<file path="config.mk">
export PLATFORM = sky130hd
export DESIGN_NAME = terminal_display_length_counter_core
export DESIGN_NICKNAME = d
export VERILOG_FILES = /design/src/sv/tdlc_pkg.sv /design/src/sv/terminal_display_length_counter_core.sv
export SDC_FILE = /design/constraint.sdc
export NUM_CORES = 1
export LEC_CHECK = 0
export BUFFER_PORTS_ARGS = -buffer_cell sky130_fd_sc_hd__buf_2
export CAP_MARGIN = 20
export CORE_MARGIN = 2
export CORE_UTILIZATION = 56
export CTS_CLUSTER_SIZE = 16
export DETAILED_ROUTE_END_ITERATION = 8
export PLACE_DENSITY = 0.79
export SETUP_SLACK_MARGIN = 0.4
export SLEW_MARGIN = 20
export SYNTH_ARGS = -nofsm -noshare
export SYNTH_HDL_FRONTEND = slang
export SYNTH_SLANG_ARGS = --single-unit
</file>
<file path="constraint.sdc">
create_clock -name clk -period 2.61 [get_ports clk]
set_input_delay 0 -clock clk [delete_from_list [all_inputs] [get_ports clk]]
set_output_delay 0 -clock clk [all_outputs]
set_load 0.02 [all_outputs]
</file>
<file path="src/sv/tdlc_pkg.sv">
// shared types, byte codes and character class helpers for the display length counter
package tdlc_pkg;

  typedef enum logic [2:0] {
    PS_NORMAL      = 3'd0,
    PS_AFTER_ESC   = 3'd1,
    PS_SEEK_LETTER = 3'd2,
    PS_SEEK_EQUALS = 3'd3,
    PS_DIGITS      = 3'd4
  } parse_state_t;

  localparam logic [7:0] BYTE_NUL    = 8'h00;
  localparam logic [7:0] BYTE_ESC    = 8'h1B;
  localparam logic [7:0] BYTE_LBRACK = 8'h5B;
  localparam logic [7:0] BYTE_GT     = 8'h3E;
  localparam logic [7:0] BYTE_BTICK  = 8'h60;
  localparam logic [7:0] BYTE_AT     = 8'h40;
  localparam logic [7:0] BYTE_EQ     = 8'h3D;
  localparam logic [7:0] BYTE_DEL    = 8'h7F;
  localparam logic [7:0] BYTE_SPACE  = 8'h20;

  localparam int unsigned LEN_WIDTH = 16;

  function automatic logic is_letter(input logic [7:0] c);
    return ((c >= 8'h41) && (c <= 8'h5A)) || ((c >= 8'h61) && (c <= 8'h7A));
  endfunction

  function automatic logic is_digit(input logic [7:0] c);
    return (c >= 8'h30) && (c <= 8'h39);
  endfunction

  function automatic logic is_control(input logic [7:0] c);
    return (c < BYTE_SPACE) || (c == BYTE_DEL);
  endfunction

endpackage

</file>
<file path="src/sv/terminal_display_length_counter_core.sv">
// display length counter: escape sequence parser, saturating count and result register
//
//   channel | direction | handshake            | payload
//   --------+-----------+----------------------+----------------------------------
//   in      | input     | in_valid / in_stall  | char_byte
//   out     | output    | out_valid / out_stall| visible, length_so_far, done_res
//
// one byte per cycle while in_stall is low; each byte's result shows in the cycle after acceptance.
// the parse state and count update in the cycle the byte is accepted, so the next byte
// follows straight away; only the result register lies between a byte and its result.
// synchronous reset clears the parser to normal, the count to zero and the result valid.
// in_stall rises only while a result is held and out_stall is high.
module terminal_display_length_counter_core
  import tdlc_pkg::*;
#(
  parameter int unsigned COUNT_WIDTH = 16
) (
  input  logic                 clk,
  input  logic                 rst,
  input  logic                 in_valid,
  output logic                 in_stall,
  input  logic [7:0]           char_byte,
  output logic                 out_valid,
  input  logic                 out_stall,
  output logic                 visible,
  output logic [LEN_WIDTH-1:0] length_so_far,
  output logic                 done_res
);

  parse_state_t           state, state_next;
  logic [COUNT_WIDTH-1:0] count, count_next;
  logic                   shown;
  logic                   in_take;
  logic                   is_term;
  logic [LEN_WIDTH-1:0]   len_view;

  assign in_stall = out_valid && out_stall;
  assign in_take  = in_valid && !in_stall;
  assign is_term  = (char_byte == BYTE_NUL);

  // next parse state
  always_comb begin
    state_next = state;
    if (is_term) begin
      state_next = PS_NORMAL;
    end else begin
      unique case (state)
        PS_AFTER_ESC: begin
          if (char_byte == BYTE_ESC) state_next = PS_NORMAL;
          else if (char_byte == BYTE_LBRACK) state_next = PS_SEEK_LETTER;
          else if (char_byte == BYTE_GT) state_next = PS_SEEK_EQUALS;
          else if ((char_byte == BYTE_BTICK) || is_letter(char_byte)) state_next = PS_NORMAL;
          else if (is_digit(char_byte)) state_next = PS_DIGITS;
          else state_next = PS_SEEK_LETTER;
        end
        PS_SEEK_LETTER: begin
          if (is_letter(char_byte) || (char_byte == BYTE_BTICK) || (char_byte == BYTE_AT))
            state_next = PS_NORMAL;
        end
        PS_SEEK_EQUALS: state_next = PS_NORMAL;
        PS_DIGITS: begin
          if (is_letter(char_byte)) state_next = PS_NORMAL;
        end
        default: begin
          state_next = (char_byte == BYTE_ESC) ? PS_AFTER_ESC : PS_NORMAL;
        end
      endcase
    end
  end

  // whether this byte is displayed
  always_comb begin
    shown = 1'b0;
    if (!is_term) begin
      unique case (state)
        PS_AFTER_ESC:   shown = (char_byte == BYTE_ESC);
        PS_SEEK_LETTER: shown = 1'b0;
        PS_SEEK_EQUALS: shown = (char_byte != BYTE_EQ);
        PS_DIGITS:      shown = is_letter(char_byte);
        default:        shown = (char_byte != BYTE_ESC) && !is_control(char_byte);
      endcase
    end
  end

  // saturating count
  always_comb begin
    count_next = count;
    if (is_term) count_next = '0;
    else if (shown && (count != {COUNT_WIDTH{1'b1}})) count_next = count + 1'b1;
  end

  // the reported length is the post-update count, or the count before clearing on a terminator
  generate
    if (COUNT_WIDTH >= LEN_WIDTH) begin : g_len_trunc
      assign len_view = is_term ? count[LEN_WIDTH-1:0] : count_next[LEN_WIDTH-1:0];
    end else begin : g_len_ext
      assign len_view = is_term ? LEN_WIDTH'(count) : LEN_WIDTH'(count_next);
    end
  endgenerate

  always_ff @(posedge clk) begin
    if (rst) begin
      state     <= PS_NORMAL;
      count     <= '0;
      out_valid <= 1'b0;
    end else begin
      if (in_take) begin
        state <= state_next;
        count <= count_next;
      end
      if (in_take) out_valid <= 1'b1;
      else if (!out_stall) out_valid <= 1'b0;
    end
  end

  always_ff @(posedge clk) begin
    if (in_take) begin
      visible       <= shown;
      length_so_far <= len_view;
      done_res      <= is_term;
    end
  end

`ifndef NO_ASSERTIONS
  a_term_clears: assert property (@(posedge clk) disable iff (rst)
    (in_take && is_term) |=> (count == '0) && (state == PS_NORMAL))
    else $error("terminator did not clear parser");

  a_done_not_visible: assert property (@(posedge clk) disable iff (rst)
    (out_valid && done_res) |-> !visible)
    else $error("terminator result marked visible");

  a_count_step: assert property (@(posedge clk) disable iff (rst)
    (in_take && shown && (count != {COUNT_WIDTH{1'b1}}))
      |=> (count == COUNT_WIDTH'($past(count) + 1'b1)))
    else $error("displayed byte did not advance count");

  a_count_hold: assert property (@(posedge clk) disable iff (rst)
    (!in_take) |=> $stable(count) && $stable(state))
    else $error("parser state moved without a transaction");

  a_stall_only_when_full: assert property (@(posedge clk) disable iff (rst)
    in_stall |-> out_valid)
    else $error("input stalled with empty result register");
`endif

endmodule

</file>
==> out/results.ini <==
[global_route]
overflow = 0
grt_pass1_vias = 1674
grtUsageMet1_pct = 29.4
grt_max_degree = 15
met3_usage_pct = 5.62
antenna_found_initial = 0
grt.total_usage_pct = 23.2
top_usage_layer = met2
met2_usage_pct = 37.0
grt_pass1_wl_um = 7680

[yosys]
synthesis.area_um2 = 2150
async_flop_share_pct = 0
synth_nets = 252
synth_simple_gate_area_share_pct = 31.6
synth_area_per_cell_um2 = 9.00
synth_compound_area_share_pct = 13.4
synth_top_family_by_area = simple AND/OR/NAND/NOR gates
synth.most_common_cell = nand2_1
synth_enable_flop_cells = 18
ys_types = 51
synth_top_area_share_pct = 25.1
synth_common_cells = nand2_1 (34), dfxtp_1 (20), edfxtp_1 (18), nand3_1 (18), nor2_1 (14)
seq_area_frac_synth_pct = 43.7
yosys-top-cells-area = edfxtp_1 (25%), dfxtp_1 (19%), nand2_1 (5.9%)
yosys_warnings = 0
muxShareOfSynthArea_pct = 0.465
postSynthCellCount = 239
synth-seq-cells = 38
synth_ff_type = dfxtp_1
synth_top_area_cell = edfxtp_1
synth_adder_area_share_pct = 0.582
synth_xor_area_share_pct = 6.11

[clock_network]
clk_latency_ns = 0.29
cts_sinks = 38
root_buffer = clkbuf_8
clk_path_buf_depth = 2
cts_buffers = 5
cts_tree = done
htreeDepth = 2
clkTransAtPathRegs_ns = 0.07

[worst_hold_path]
min_path_type = in -> reg

[floorplan]
dieArea_um2 = 4350
initial_core_util_pct = 58.3
io_pins = 32
fp.coreArea_um2 = 3690
die_h_um = 66.0
rows = 22
die_x_um = 66.0

[layout]
layout-drive-gt1-share_pct = 25.6
diodes = 0
final_nets = 289
synthToLayoutAreaGrowth_pct = 18.3
design_area_um2 = 2540
nFillCells = 308

[setup_path]
cp-end-kind = register
arrival_ns = 2.20
worst-path-max-fanout = 7
cp.required_ns = 2.65
start_kind = register
critPathKind = reg -> reg

[detailed_routing]
vias = 1944
ant_nets = 0
drt-initial-drc-count = 156
drt_pass1_iterations = 4
drc = 0
drt-total-wl_um = 4790
wl_per_cell_um = 14.7
vias_per_cell = 5.98

[power_and_ir_drop]
total_leakage_power_nw = 0.917
peakVddDrop_mv = 0.291
finalPower_mw = 1.16
powerDensity_nw_per_um2 = 457

[timing]
fin_crit_ns = 2.16
worst_slack_ns = 0.451
finalSetupViolCount = 0
worst_pin_slew_ns = 0.678
holdWs_ns = 0.0387
drv_slew = 0
period_share_pct = 82.7
fmax_mhz = 463
relSlewSlack_pct = 54.2
skew_ns = 0.00345
rsz0062_at_grt = false
finalSetupTns_ns = 0
finalHoldViolCount = 0

[run_status]
status = finished, final reports clean

[placed_design]
dpl.hpwl_um = 3320
io_buffers = 31
place_worst_setup_slack_ns = 0.249
gp_congestion = 0.950
place_area_um2 = 2370

[run]
cap_violations = 0

[per-layer routing]
layer	vias up	part of all wire, %
met3	8	7.2
met4	0	1.8
met2	89	49
met1	886	42
met5	-	0
li1	961	-
[critical path, cell delays in order, from the launching register on]
cell     delay, ns
dfxtp_4       0.38
ha_4          0.15
nand2_2       0.10
or3_4         0.40
or3_4         0.44
and3_2        0.27
nand2_1       0.11
xnor2_1       0.06
[path summary, 6_finish.rpt]
| kind | from | endpoint | slack (ns) | cells past startpoint |
|---|---|---|---|---|
| worst min register to register | count[7]$_SDFFE_PP0P_ | count[7]$_SDFFE_PP0P_ | 0.52 | 2 |
| worst min-delay path | char_byte[5] | state[2]$_SDFFE_PP0P_ | 0.04 | 3 |
| worst max-delay path | count[1]$_SDFFE_PP0P_ | length_so_far[2]$_DFFE_PP_ | 0.45 | 7 |
| worst max register to register | count[1]$_SDFFE_PP0P_ | length_so_far[2]$_DFFE_PP_ | 0.45 | 7 |
[cell type report]
class | instances | area [µm²] | share of cell area (%)
timing repair buffer | 42 | 240 | 9.44
inverter | 9 | 33.8 | 1.33
tap | 48 | 60.1 | 2.36
multi-input combinational | 180 | 1170 | 46.1
sequential | 38 | 957 | 37.6
clock buffer | 7 | 76.3 | 3.00
clock inverter | 1 | 3.75 | 0.148
[report_power, final]
group	leakage, nW	internal, mW	switching [mW]
registers	0.343	0.642	0.00840
clock network	0.0399	0.186	0.189
logic	0.534	0.0475	0.0885
total	0.917	0.875	0.286
[registers in the layout (all words and copies together) (netlist names)]
name           count
visible            1
state              3
count             16
length_so_far     16
out_valid          1
done_res           1
[logic make-up (layout without fill, tap and decap cells)]
family / after synthesis / in the layout
buf+inv: 21 / 59
xor+xnor: 15 / 15
simple gates: 118 / 118
compound gates: 45 / 45
flops: 38 / 38
mux: 1 / 1
fa+ha+maj: 1 / 1
[cells in the final DEF, fill, tap and decap left out, types with 10 or more instances in the layout]
cell / Yosys / final
nand2_1: 34 / 33
buf_4: 1 / 10
or3_1: 12 / 10
edfxtp_1: 18 / 18
nor2_1: 14 / 14
buf_2: 3 / 31
nand3_1: 18 / 18
xnor2_1: 11 / 11
dfxtp_1: 20 / 13
a21oi_1: 10 / 10
[stage by stage]
stage                     utilization [%]  std cells
after floorplan                         -        239
final                                69.0        325
after global routing                 69.0        325
after detailed placement             64.2        312
after CTS                            67.4        321
after global placement               64.2        312
[repair_timing]
item                                   CTS  global route
pin swaps                                0             2
hold buffers                             1             0
resized for setup                        7            10
endpoints found under the hold margin    1             0
setup buffers                            0             4
setup endpoints to repair               17            18
Note: power is estimated with default switching activity, not from simulation.
